===== src/hdl/rri_pkg.sv =====
// Shared types, widths and constants for the ray / rectangle intersection core.
// No dependencies.
package rri_pkg;

  localparam int COORD_W   = 20;
  localparam int T_W       = 32;
  localparam int T_FRAC    = 16;
  localparam int CFG_W     = 60;
  localparam int LEN_W     = 40;
  localparam int CFG_IDX_W = 3;

  localparam int DIFF_W = COORD_W + 1;
  localparam int DEN_W  = 2 * COORD_W + 2;
  localparam int NUM_W  = 2 * COORD_W + 3;

  localparam int DIV_STEPS  = 2;
  localparam int DIV_STAGES = T_W / DIV_STEPS;

  localparam int FIFO_DEPTH = 32;

  localparam logic signed [T_W-1:0] EPS_T =
    T_W'(((64'd1 << T_FRAC) + 64'd5000) / 64'd10000);

  typedef enum logic [CFG_IDX_W-1:0] {
    REG_CORNER = 3'd0,
    REG_EDGE_A = 3'd1,
    REG_EDGE_B = 3'd2,
    REG_NORMAL = 3'd3,
    REG_LEN_A  = 3'd4,
    REG_LEN_B  = 3'd5
  } cfg_reg_e;

  typedef logic signed [COORD_W-1:0] coord_t;
  typedef logic [2:0][COORD_W-1:0]   vec3_t;   // element 0 is x

  typedef struct packed {
    logic                  mode;
    coord_t                origin_x;
    coord_t                origin_y;
    coord_t                origin_z;
    coord_t                dir_x;
    coord_t                dir_y;
    coord_t                dir_z;
    logic signed [T_W-1:0] t_lower;
    logic signed [T_W-1:0] t_upper;
  } in_word_t;

  typedef struct packed {
    logic                  hit;
    logic signed [T_W-1:0] hit_t;
    coord_t                point_x;
    coord_t                point_y;
    coord_t                point_z;
  } out_word_t;

  typedef struct packed {
    vec3_t            corner;
    vec3_t            edge_a;
    vec3_t            edge_b;
    vec3_t            normal;
    logic [LEN_W-1:0] len_a;
    logic [LEN_W-1:0] len_b;
  } cfg_t;

  typedef struct packed {
    logic                  miss;
    logic                  mode;
    logic                  neg;
    logic                  sat;
    vec3_t                 origin;
    vec3_t                 dir;
    logic signed [T_W-1:0] t_lower;
    logic signed [T_W-1:0] t_upper;
  } div_side_t;

  typedef struct packed {
    div_side_t        side;
    logic [DEN_W-1:0] d;
    logic [NUM_W-1:0] n;
    logic [DEN_W-1:0] r;
    logic [T_W-1:0]   q;
  } div_word_t;

endpackage


===== src/hdl/rri_fifo.sv =====
// Result buffer behind the pipeline; absorbs words while the sink stalls.
// Depends on rri_pkg.
module rri_fifo #(
  parameter int DEPTH = rri_pkg::FIFO_DEPTH
) (
  input  logic               clk,
  input  logic               rst,
  input  logic               wr_v,
  input  rri_pkg::out_word_t wr_w,
  input  logic               rd_ready,
  output logic               rd_v,
  output rri_pkg::out_word_t rd_w
);
  import rri_pkg::*;

  localparam int PTR_W = $clog2(DEPTH);
  localparam int CNT_W = $clog2(DEPTH + 1);

  out_word_t        mem [DEPTH];
  logic [PTR_W-1:0] wr_ptr, rd_ptr;
  logic [CNT_W-1:0] count;
  logic             rd_fire;

  assign rd_v    = (count != '0);
  assign rd_w    = mem[rd_ptr];
  assign rd_fire = rd_v && rd_ready;

  always_ff @(posedge clk) begin
    if (rst) begin
      wr_ptr <= '0;
      rd_ptr <= '0;
      count  <= '0;
    end else begin
      if (wr_v) begin
        wr_ptr <= (wr_ptr == PTR_W'(DEPTH - 1)) ? '0 : wr_ptr + 1'b1;
      end
      if (rd_fire) begin
        rd_ptr <= (rd_ptr == PTR_W'(DEPTH - 1)) ? '0 : rd_ptr + 1'b1;
      end
      count <= count + CNT_W'(wr_v) - CNT_W'(rd_fire);
    end
    if (wr_v) begin
      mem[wr_ptr] <= wr_w;
    end
  end

endmodule


===== config.mk =====
export PLATFORM = sky130hd
export DESIGN_NAME = rri_fifo
export DESIGN_NICKNAME = d
export VERILOG_FILES = /design/src/hdl/rri_pkg.sv /design/src/hdl/rri_fifo.sv
export SDC_FILE = /design/constraint.sdc
export NUM_CORES = 2
export LEC_CHECK = 0
export ABC_AREA = 1
export BUFFER_PORTS_ARGS = -buffer_cell sky130_fd_sc_hd__buf_2
export CAP_MARGIN = 40
export CORE_ASPECT_RATIO = 0.6
export CORE_MARGIN = 2
export CORE_UTILIZATION = 40
export CTS_BUF_LIST = sky130_fd_sc_hd__clkbuf_16
export CTS_CLUSTER_SIZE = 24
export DETAILED_ROUTE_END_ITERATION = 10
export GPL_ROUTABILITY_DRIVEN = 0
export PLACE_DENSITY_LB_ADDON = 0.3
export RECOVER_POWER = 50
export SLEW_MARGIN = 20
export SYNTH_ARGS = -nofsm -noshare
export SYNTH_HDL_FRONTEND = slang
export SYNTH_SLANG_ARGS = --single-unit

===== constraint.sdc =====
create_clock -name clk -period 6.9 [get_ports clk]
set_input_delay 1.035 -clock clk [delete_from_list [all_inputs] [get_ports clk]]
set_output_delay 1.035 -clock clk [all_outputs]
set_load 0.05 [all_outputs]

==> results.txt <==
----------------------------------------------------
[Run status]
  Status ... complete, but fails checks
  Failing checks ... max-capacitance violations, max-slew violations

[CTS]
  Number of clock sinks ... 2997
  Post-CTS Repair Setup Buffers ... 0
  Hold Buf Count CTS ... 0
  Number of cells upsized or downsized after cts ... 0
  CTS Buf Count ... 279
  Maximum root-to-sink buffer count ... 4
  Clock tree from TritonCTS ... done
  H-tree lvl count ... 5
  Clock latency on the worst-skew pair ... 0.88 ns
  Clock-pin slew on the worst setup and hold paths ... 0.06 ns
  Root buffer cell ... sky130_fd_sc_hd__clkbuf_16

[Global routing]
  Met3 Usage GRT ... 3.29%
  Met1 track utilization from global routing ... 33.2%
  All-Layer GR Usage ... 22.3%
  Global-route layer with the greatest usage ... met2
  First-pass GRT wire length ... 509000 um
  Pin count of the biggest net entering global routing ... 202
  Met2 usage ... 34.7%
  Number of global-route vias before repair ... 73.3k
  Initial antenna violation count ... 31
  Grt ovf ... 0

[Critical path]
  Critical setup path kind ... reg -> out
  CP endpoint kind ... primary output
  Family of cells with the greatest summed delay on the critical path ... buffers and inverters
  Startpoint types ... flop
  Critical path, cell by cell ... clkinv_16, buf_16, buf_16, buf_12, nand2_1, nand3_1, nand3_1, nand3_1, nand3_1, nand2_1, buf_2
  Required time reported for the critical path endpoint ... 5.86 ns
  CP most frequent cell ... sky130_fd_sc_hd__nand3_1
  Worst Path Arrival ... 4.94 ns
  Largest stage delay on the critical path ... 0.53 ns
  Slowest library cell on the worst path ... sky130_fd_sc_hd__buf_16
  Slack of the worst reg-to-reg path ... 3.07 ns
  Buf/Inv on CP ... 5
  Top fanout value on the critical path ... 201

[Power and ir drop]
  Net switching component of the power ... 13.3 mW
  Largest voltage drop on the vdd net ... 227 uV
  Areal power density over the cells ... 330 nW/um2
  Part of the total power dissipated in the clock network ... 34.4%
  Leakage ... 46.4 nW
  Part of the total power dissipated in sequential elements ... 46.1%
  Internal Power ... 30.7 mW
  Switching share of power ... 30.2%
  Combinational group share of total power ... 19.5%

[Yosys]
  XOR/XNOR share of the synthesized area ... 0.00729%
  Synthesis Warnings ... 0
  Post-Syn Area per Cell ... 12.3 um2
  Mux share of post-synthesis cell area ... 0%
  Main combinational cell family by area after synthesis ... simple AND/OR/NAND/NOR gates
  Nets in the synthesized netlist ... 9872
  Share of synthesized cell area in full adder, half adder and majority cells ... 0.173%
  Fraction of the mapped netlist area in simple logic gates ... 21.7%
  Fraction of the mapped netlist area in compound gates ... 0.101%
  Count of state elements after synthesis ... 2997
  Number of distinct standard cells referenced by the synthesized netlist ... 29
  Netlist area before placement ... 120000 um2
  Number of standard cells after synthesis ... 9759
  Post-synthesis sequential area ratio ... 74.7%

[Layout]
  Fraction of final layout cells sized beyond drive strength 1 ... 6.50%
  Layout overhead on the synthesized area ... 11.1%
  Commonest non-fill, non-tap cell in the layout ... sky130_fd_sc_hd__nand2_1
  Core utilization of the finished layout ... 44.8%
  Total Nets Final ... 9859
  Non-filler instance count after layout ... 14.0k
  Most used cells in the layout excluding fill and tap cells ... 3313 x sky130_fd_sc_hd__nand2_1, 2976 x sky130_fd_sc_hd__edfxtp_1, 2688 x sky130_fd_sc_hd__nand3_1

[STA]
  Fin. Hold Viols ... 0
  Max-slew headroom ... -16.7%
  Slew @ Worst Pin ... 1.74 ns
  Fmax ... 167 MHz
  Max Clock Skew ... 0.0588 ns
  Final Critical Period ... 5.97 ns
  Final-layout setup total negative slack ... 0 ns
  Final Max Slew Viols ... 17
  Final clock period utilization by the worst path ... 86.6%
  Final setup violating endpoints ... 0
  Setup repair after global routing missed its margin ... false

[Floorplanning]
  CORE AREA ... 298000 um2
  Row count ... 155
  Number of top-level pins ... 191
  Die boundary width ... 711 um
  Die boundary height ... 428 um
  Starting utilization of the core area ... 40.3%
  Area of the die ... 305000 um2

[Routing]
  Vias per Instance ... 5.59
  Via count ... 78.1k
  Initial DRT Pass Iterations ... 6
  Antenna-violating nets left ... 0
  Final Routed Wirelength ... 351000 um
  Number of design rule violations left after detail routing ... 0
  Number of design-rule violations left by the first detailed-router iteration ... 10.7k
  Routed length per placed instance ... 25.1 um

[Job]
  Max-capacitance violation count ... 3

[Hold path]
  Path class of the lowest-slack min-delay path ... in -> reg

[Place]
  Number of placed instances, taps included ... 13.5k
  Input/output buffers ... 190
  Detailed-placement wirelength estimate ... 164000 um

----------------------------------------------------
[flip-flops by register name, summed over array words and instances (netlist names), named ones only]
signal  flops
count       6
rd_ptr      5
wr_ptr      5
mem      2976
[routing by layer]
layer,up-vias,part of all wire [%]
met3,494,9.1
li1,34710,-
met5,-,0.021
met2,3871,45
met1,38991,43
met4,12,2.1
[power by group through the flow]
stage                     sequential, mW  combinational [mW]  clock (mW)
after floorplan                     20.6                6.15           0
after global placement              20.7                8.36           0
after detailed placement            20.7                8.55           0
after CTS                           20.3                8.58        15.4
after global routing                20.3                9.36        16.1
final                               20.3                8.57        15.2
[final cells by class]
cell class                      count  area (um2)
Fill cell                       26531      165000
Multi-Input combinational cell   6091       26600
Clock inverter                    202        1570
Clock buffer                      286        7160
Inverter                           31         170
Timing Repair Buffer              346        3130
Antenna cell                       19        47.5
Sequential cell                  2997       89800
Tap cell                         4003        5010
[through the flow]
stage / area (um2) / hold WS, ns / worst slack (ns) / total power [mW]
floorplan: 120000 / 0.460 / 1.00 / 26.8
global placement: 124000 / 0.473 / 1.72 / 29.0
detailed placement: 125000 / 0.494 / 1.99 / 29.2
CTS: 134000 / 0.356 / 1.07 / 44.2
global route: 133000 / 0.383 / 0.792 / 45.7
finish: 133000 / 0.407 / 0.928 / 44.0
[cell usage after synthesis, drive strengths merged]
master / count / share of area, %
xor2: 1 / 0.0073
a21o: 1 / 0.0063
o21a: 1 / 0.0063
clkbuf: 101 / 0.32
nand4: 2 / 0.010
inv: 30 / 0.098
o31ai: 1 / 0.0063
nand3: 2688 / 11
a21oi: 10 / 0.042
ha: 15 / 0.16
nor3: 3 / 0.012
clkinv: 1 / 0.0031
dfxtp: 21 / 0.35
edfxtp: 2976 / 74
nor2: 45 / 0.14
nor3b: 1 / 0.0063
nand2: 3313 / 10
buf: 539 / 2.8
fa: 1 / 0.017
o21ai: 7 / 0.029
a211oi: 1 / 0.0063
a31oi: 1 / 0.0052
[final timing paths]
kind              from    endpoint  cells past startpoint
max               flop    rd_w[87]                     11
min                rst    count[1]                      2
min reg2reg  rd_ptr[1]        flop                      2
max reg2reg  wr_ptr[0]  mem[26][9]                      6
[cells by family after synthesis]
kind of cell	Yosys count
compound gates	22
xor+xnor	1
fa+ha+maj	16
buf+inv	671
flops	2997
simple gates	6052
(Power assumes the default switching activity.)
