===== config.mk =====
export PLATFORM = sky130hd
export DESIGN_NAME = rri_div_stage
export DESIGN_NICKNAME = d
export VERILOG_FILES = /design/src/hdl/rri_pkg.sv /design/src/hdl/rri_div_stage.sv
export SDC_FILE = /design/constraint.sdc
export NUM_CORES = 1
export LEC_CHECK = 0
export BUFFER_PORTS_ARGS = -buffer_cell sky130_fd_sc_hd__clkbuf_2
export CORE_AREA = 2 2 273 275
export DETAILED_ROUTE_END_ITERATION = 8
export DIE_AREA = 0 0 275 277
export GPL_TIMING_DRIVEN = 0
export PLACE_DENSITY = 0.38
export SETUP_SLACK_MARGIN = 0.02
export SLEW_MARGIN = 20
export SYNTH_ARGS = -nofsm -noshare
export SYNTH_HDL_FRONTEND = slang
export SYNTH_SLANG_ARGS = --single-unit

===== constraint.sdc =====
create_clock -name clk -period 5.11 [get_ports clk]
set_input_delay 0 -clock clk [delete_from_list [all_inputs] [get_ports clk]]
set_output_delay 0 -clock clk [all_outputs]
set_load 0.02 [all_outputs]

===== src/hdl/rri_pkg.sv =====
// Shared types, widths and constants for the ray / rectangle intersection core.
// No dependencies.
package rri_pkg;

  localparam int COORD_W   = 20;
  localparam int T_W       = 32;
  localparam int T_FRAC    = 16;
  localparam int CFG_W     = 60;
  localparam int LEN_W     = 40;
  localparam int CFG_IDX_W = 3;

  localparam int DIFF_W = COORD_W + 1;
  localparam int DEN_W  = 2 * COORD_W + 2;
  localparam int NUM_W  = 2 * COORD_W + 3;

  localparam int DIV_STEPS  = 2;
  localparam int DIV_STAGES = T_W / DIV_STEPS;

  localparam int FIFO_DEPTH = 32;

  localparam logic signed [T_W-1:0] EPS_T =
    T_W'(((64'd1 << T_FRAC) + 64'd5000) / 64'd10000);

  typedef enum logic [CFG_IDX_W-1:0] {
    REG_CORNER = 3'd0,
    REG_EDGE_A = 3'd1,
    REG_EDGE_B = 3'd2,
    REG_NORMAL = 3'd3,
    REG_LEN_A  = 3'd4,
    REG_LEN_B  = 3'd5
  } cfg_reg_e;

  typedef logic signed [COORD_W-1:0] coord_t;
  typedef logic [2:0][COORD_W-1:0]   vec3_t;   // element 0 is x

  typedef struct packed {
    logic                  mode;
    coord_t                origin_x;
    coord_t                origin_y;
    coord_t                origin_z;
    coord_t                dir_x;
    coord_t                dir_y;
    coord_t                dir_z;
    logic signed [T_W-1:0] t_lower;
    logic signed [T_W-1:0] t_upper;
  } in_word_t;

  typedef struct packed {
    logic                  hit;
    logic signed [T_W-1:0] hit_t;
    coord_t                point_x;
    coord_t                point_y;
    coord_t                point_z;
  } out_word_t;

  typedef struct packed {
    vec3_t            corner;
    vec3_t            edge_a;
    vec3_t            edge_b;
    vec3_t            normal;
    logic [LEN_W-1:0] len_a;
    logic [LEN_W-1:0] len_b;
  } cfg_t;

  typedef struct packed {
    logic                  miss;
    logic                  mode;
    logic                  neg;
    logic                  sat;
    vec3_t                 origin;
    vec3_t                 dir;
    logic signed [T_W-1:0] t_lower;
    logic signed [T_W-1:0] t_upper;
  } div_side_t;

  typedef struct packed {
    div_side_t        side;
    logic [DEN_W-1:0] d;
    logic [NUM_W-1:0] n;
    logic [DEN_W-1:0] r;
    logic [T_W-1:0]   q;
  } div_word_t;

endpackage


===== src/hdl/rri_div_stage.sv =====
// One stage of the restoring divider: DIV_STEPS quotient bits per stage.
// Depends on rri_pkg.
module rri_div_stage #(
  parameter int STAGE = 0
) (
  input  logic               clk,
  input  logic               rst,
  input  logic               in_v,
  input  rri_pkg::div_word_t in_w,
  output logic               out_v,
  output rri_pkg::div_word_t out_w
);
  import rri_pkg::*;

  div_word_t w;

  always_comb begin
    int           k;
    logic         nb;
    logic [DEN_W:0] trial;
    w = in_w;
    for (int j = 0; j < DIV_STEPS; j++) begin
      k  = T_W - 1 - (STAGE * DIV_STEPS + j);
      nb = (k >= T_FRAC) ? w.n[(k >= T_FRAC) ? (k - T_FRAC) : 0] : 1'b0;
      trial = {w.r, nb};
      if (trial >= {1'b0, w.d}) begin
        w.r = DEN_W'(trial - {1'b0, w.d});
        w.q = w.q | (T_W'(1) << k);
      end else begin
        w.r = trial[DEN_W-1:0];
      end
    end
  end

  always_ff @(posedge clk) begin
    if (rst) begin
      out_v <= 1'b0;
    end else begin
      out_v <= in_v;
    end
    out_w <= w;
  end

endmodule


==> results.md, run 1 <==
- Critical Path Fanout Max: 7
- FP Rows: 100
- Area grow syn2layout: 85.9%
- First-pass GRT wire length: about 120000 um
- Total Wirelength: 89200 um
- Clock Pin Slew Worst Setup and Hold Paths: 60 ps
- Crit Path Category: primary input to register
- Status: completed
- Clock Sink Count: 348
- Detail-routed via count per cell: 4.09
- CTS Root Cell: clkbuf_16
- Yosys warnings: 0
- Share of cells above drive strength 1: between 40% and 50%
- Initial Util: 17.7%
- Die width: 275 um
- Core area: 73600 um2
- Post-detailed-route wirelength per cell: roughly 27 um
- Overall power: between 9 and 10 mW
- CP required: roughly 5600 ps
- Dpl cells: roughly 2900
- CP Launch Type: primary input
- CTS tree: yes
- Cell taking the most area after synthesis: dfxtp_1
- Main synth FF type: dfxtp_1
- Bufs on Longest Clock Path: 3
- # DRC: 0
- Final cell count without fillers: 3347
- Count of final setup violators: 0
- Number of synthesized flops with an enable pin: 0
- Hold Crit Start: in_w[117]
- Instance count of the mapped netlist: 1186
- Top cells by count, synth: dfxtp_1 (348), a21oi_1 (85), ha_1 (84)
- Dpl ws: -2570 ps
- Io pins: 698
- Fin Setup TNS: 0 ps
- Area fraction of the dominant cell type after synthesis: about 53%
- Leak: 11.4 nW
- Setup ws final: 80.5 ps
- Ys async rst share: 0%
- Dominant cell by count in the synthesized netlist: dfxtp_1
- Min-delay worst type: primary input to register
- Minimum clock period: 5030 ps
- Die ar.: 76200 um2
- Synth Cell Area: 13100 um2
- CP endpoint kind: register
- Final slew viol count: 0
- Post-route ant nets: 0
- Hpwl dp: 73900 um
- Final Hold Violating Endpoints: 0
- Synthesis-stage register bit count: 348
- Slew headroom: 48.4%
- Routability Congestion: 0.912
- I/O Buffers: 697
- Initial detailed-routing violation count: between 600 and 700
- Final nets: 2765
- Post-Syn Nets: 1622
- Peak supply drop: 0.293 mV
- Power per Cell Area: 409 nW/um2
- Antenna violations before repair: 20
- Synth area leaders: dfxtp_1 (53%), ha_1 (8.1%), a21oi_1 (3.3%), mux2_4 (3.2%), mux2_2 (3.1%)
- RSZ-0062 raised after global routing: yes
- Vias in the first global route: 14400
- DR pass1 iterations: 4
- Via Count: 13700
- CP startpoint: in_w[143]
- Max-cap violations: 0
- Largest net degree at the start of global routing: 13
- GRT Total Usage: 22.4%
- Fmax: 0.199 GHz
- Final worst-path cycle share: 98.4%
- Netlist cell types: 71
- Die height: roughly 280 um
- Slew @ Worst Pin: 766 ps
- Register area share after synthesis: 53.4%
- GR Overflow Total: 0
- H-Tree Depth: 2
- CTS Buf Count: 43
- CP Data Arrival Time: 5500 ps
- Syn Area/Cell: between 10 and 15 um2
per-layer routing:
metal / global-route usage (%) / wire [um] / vias to the layer above
met2: 38.5 / 42900 / 459
met3: 8.05 / 7830 / 98
met1: 25.5 / 35200 / 6596
met4: 7.33 / 3250 / 6
met5: 0 / 34 / -
li1: - / - / 6530
sequential cells by signal, indices dropped and copies added (netlist names):
name / flops
out_w: 347
out_v: 1
placed cells by master, fill, tap and decap left out, drive strengths merged, types with 11 or more instances in the layout:
| cell | count |
|---|---|
| a21o | 44 |
| a21oi | 86 |
| and3 | 11 |
| buf | 89 |
| clkbuf | 758 |
| dfxtp | 348 |
| diode | 15 |
| dlygate4sd3 | 347 |
| ha | 84 |
| inv | 65 |
| mux2 | 64 |
| nand2 | 44 |
| nand2b | 13 |
| nand3 | 23 |
| nand4 | 25 |
| nor2 | 49 |
| nor2b | 12 |
| nor3 | 12 |
| o21a | 11 |
| o21ai | 60 |
| xnor2 | 46 |
| xor2 | 23 |
path summary, 6_finish.rpt:
check / endpoint / depth (start not counted)
worst max-delay path: out_w[55]$_DFF_P_ / 26
worst min-delay path: out_w[33]$_DFF_P_ / 4
cells by family (layout without fill, tap and decap cells):
| kind of cell | count (synthesis) | count (layout) | share of synthesized area, % |
|---|---|---|---|
| mux | 69 | 69 | 6.71 |
| flops | 348 | 348 | 53.4 |
| buf+inv | 95 | 1272 | 3.15 |
| compound gates | 288 | 288 | 14.5 |
| fa+ha+maj | 86 | 86 | 8.36 |
| xor+xnor | 69 | 69 | 4.63 |
| other cells | 0 | 15 | 0 |
| simple gates | 231 | 231 | 9.26 |
report_power, final:
group / internal [mW] / leakage (nW) / total [mW] / switching (mW)
combinational: 1.55 / 7.74 / 3.53 / 1.98
sequential: 3.02 / 2.94 / 3.13 / 0.102
clock: 1.94 / 0.727 / 3.26 / 1.32
cell type report:
cell class / instances / area (um2)
buffer: 18 / 226
timing repair buffer: 1115 / 7590
inverter: 60 / 235
sequential: 348 / 6970
fill: 7714 / 49300
tap: 969 / 1210
multi-input combinational: 743 / 6500
clock buffer: 61 / 1220
clock inverter: 18 / 265
antenna: 15 / 37.5
metrics by stage:
step	cell area, um2	utilization [%]	hold WS, ps
final	24300	33.0	35.0
after floorplan	13100	-	27.7
after CTS	23200	31.5	10.8
after detailed placement	17800	24.1	104
after global placement	17800	24.1	103
after global routing	24200	33.0	30.3
critical path, cell delays in order:
cell and delay [ps]:
buf_4 130, inv_4 70, ha_4 220, buf_6 120
a21o_4 200, or3_4 370, or3_4 400, o22ai_4 200
a211oi_4 130, buf_6 150, buf_6 130, buf_12 140
mux2_4 320, ha_4 270, a21o_1 210, o211ai_1 260
a21o_1 250, buf_6 120, nor2b_2 50, o311ai_4 380
o211ai_1 200, buf_4 180, a21oi_4 220, nand2_4 180
clkbuf_16 230, mux2_4 340
timing repair:
| item | CTS | global route |
|---|---|---|
| gates resized for setup | 64 | 172 |
| pin swaps | 19 | 33 |
| setup buffers | 28 | 42 |
| hold buffers | 346 | 1 |
| gates cloned | 0 | 2 |
| endpoints found under the hold margin | 345 | 1 |
| setup endpoints to repair | 43 | 43 |
No activity file was read; power rests on OpenSTA's default activity.
==> run 2: changes to the inputs <==
REMOVE_ABC_BUFFERS = 1   (was unset)
==> run 2 against run 1 <==
  * Sequential power is essentially flat
  * Sequential share of layout area grew 1.3 points
  * Critical path depth shrank 2
  * Fmax grew 0.50%
  * Clock power shrank 6.1%
  * Via count shrank 1.9%
  * Utilization shrank 1.4 points
  * Power shrank 4.3%
  * Global-route usage shrank 0.34 points
  * Wire length shrank 1.9%
  * Cell count shrank 1.9%
  * Largest cell class unchanged
==> results.md, run 2 (synthesis results as in run 1) <==
- Design area: 23200 um2
- Slew @ Worst Pin: 1380 ps
- Post-layout util: 31.6%
- Share of cells above drive strength 1: 41.0%
- GR Overflow Total: 0
- Status: completed
- Initial detailed-routing violation count: around 460
- CTS tree: yes
- Biggest regs: out_w (347), out_v (1)
- CP Launch Type: primary input
- Bufs on Longest Clock Path: 3
- Total Wirelength: 87500 um
- Fin Setup TNS: 0 ps
- Dpl ws: -2380 ps
- FP Rows: 100
- H-Tree Depth: 2
- I/O Buffers: roughly 700
- Final nets: 2714
- Via Count: ~13000
- CP required: roughly 5500 ps
- Peak supply drop: 0.298 mV
- Detail-routed via count per cell: 4.09
- Final Hold Violating Endpoints: 0
- Vias in the first global route: 14200
- Final worst-path cycle share: 97.9%
- Die width: 275 um
- Biggest register: out_w
- Clock Sink Count: around 350
- Dpl cells: between 2000 and 3000
- Minimum clock period: 5000 ps
- Antenna violations before repair: 25
- Max reg flops: roughly 350
- Critical Path Fanout Max: 13
- Fmax: 0.200 GHz
- Core area: 73600 um2
- Initial Util: 17.7%
- Io pins: 698
- First-pass GRT wire length: 116000 um
- Max-cap violations: 0
- Overall power: 9.48 mW
- Routability Congestion: 0.907
- Slew headroom: 7.74%
- CTS Buf Count: 43
- Post-route ant nets: 0
- Crit Path Category: primary input to register
- Die height: 277 um
- Die ar.: 76200 um2
- Most common cell after layout, fill and taps aside: clkbuf_2
- Setup ws final: 105 ps
- Post-detailed-route wirelength per cell: 26.7 um
- Leak: 11.1 nW
- DR pass1 iterations: 4
- # DRC: 0
- Fillers: slightly below 8000
- GRT Total Usage: 22.0%
- Hold path depth: 4
- Power per Cell Area: 408 nW/um2
- Final slew viol count: 0
- Count of final setup violators: 0
- Area grow syn2layout: 78.1%
- Hpwl dp: 73000 um
- CTS Root Cell: clkbuf_16
- Min-delay worst type: primary input to register
- Placed cell areas: 17600 um2
- WHS: 66.3 ps
- Largest net degree at the start of global routing: 17
- CP endpoint kind: register
- Final cell count without fillers: 3284
- CP Data Arrival Time: 5440 ps
- Clock Pin Slew Worst Setup and Hold Paths: 60 ps
- Most frequent cells in the layout: clkbuf_2 (696), dfxtp_1 (348), dlygate4sd3_1 (347), a21oi_1 (77), ha_1 (64)
==> run 2: cell count changes in the layout (fill, tap and decap cells not counted), sizes merged, moves of 2 or more <==
cell,previous run,this run
nand2,44,46
clkinv,6,9
buf,89,35
inv,65,60
bufinv,5,3
diode,15,9
==> run 2: worst paths after layout <==
| check | from | endpoint | slack [ps] |
|---|---|---|---|
| max | in_w[142] | out_w[60]$_DFF_P_ | 110 |
| min | in_w[57] | out_w[59]$_DFF_P_ | 70 |
==> run 2: routing by layer <==
| metal | up-vias | GRT usage, % | wire length (um) | share of wire (%) |
|---|---|---|---|---|
| met4 | 18 | 5.59 | 2650 | 3.0 |
| met3 | 117 | 8.57 | 8040 | 9.2 |
| li1 | 6416 | - | - | - |
| met5 | - | 0 | 110 | 0.13 |
| met2 | 453 | 38.8 | 42600 | 49 |
| met1 | 6427 | 24.6 | 34200 | 39 |
==> run 2: area by class of cell <==
class	count	area (um2)	share of cell area, %
repair buffers	1080	7330	31.6
multi-input cells	745	6090	26.2
well taps	969	1210	5.22
clock inverters	14	176	0.759
clock buffers	59	1220	5.23
diodes	9	22.5	0.0969
flip-flops and latches	348	6970	30.0
inverters	60	225	0.969
==> run 2: report_power, final <==
group	switching (mW)	internal, mW
clock network	1.25	1.81
logic	1.89	1.41
registers	0.0993	3.02
total	3.24	6.24
==> run 2: worst max-delay path, cell delays in order <==
cell	delay [ps]
clkbuf_2	100
inv_2	110
ha_2	340
and2_4	200
nor2b_1	150
or3_1	410
or3_4	400
o22ai_4	190
a211oi_4	100
buf_12	160
buf_8	150
mux2_2	290
ha_2	320
a21oi_1	170
o21ai_0	140
a221o_1	440
nor2b_2	220
o311ai_4	360
o211ai_1	210
a21oi_4	180
buf_12	150
nand2_8	70
buf_12	210
mux2_4	340
==> run 2: repair_timing <==
action / 4_1_cts / 5_1_grt
hold buffers: 347 / 0
gates resized for setup: 43 / 50
pin swaps: 14 / 16
setup endpoints to repair: 43 / 43
hold endpoints to repair: 346 / 0
cloned: 1 / 2
setup buffers: 21 / 10
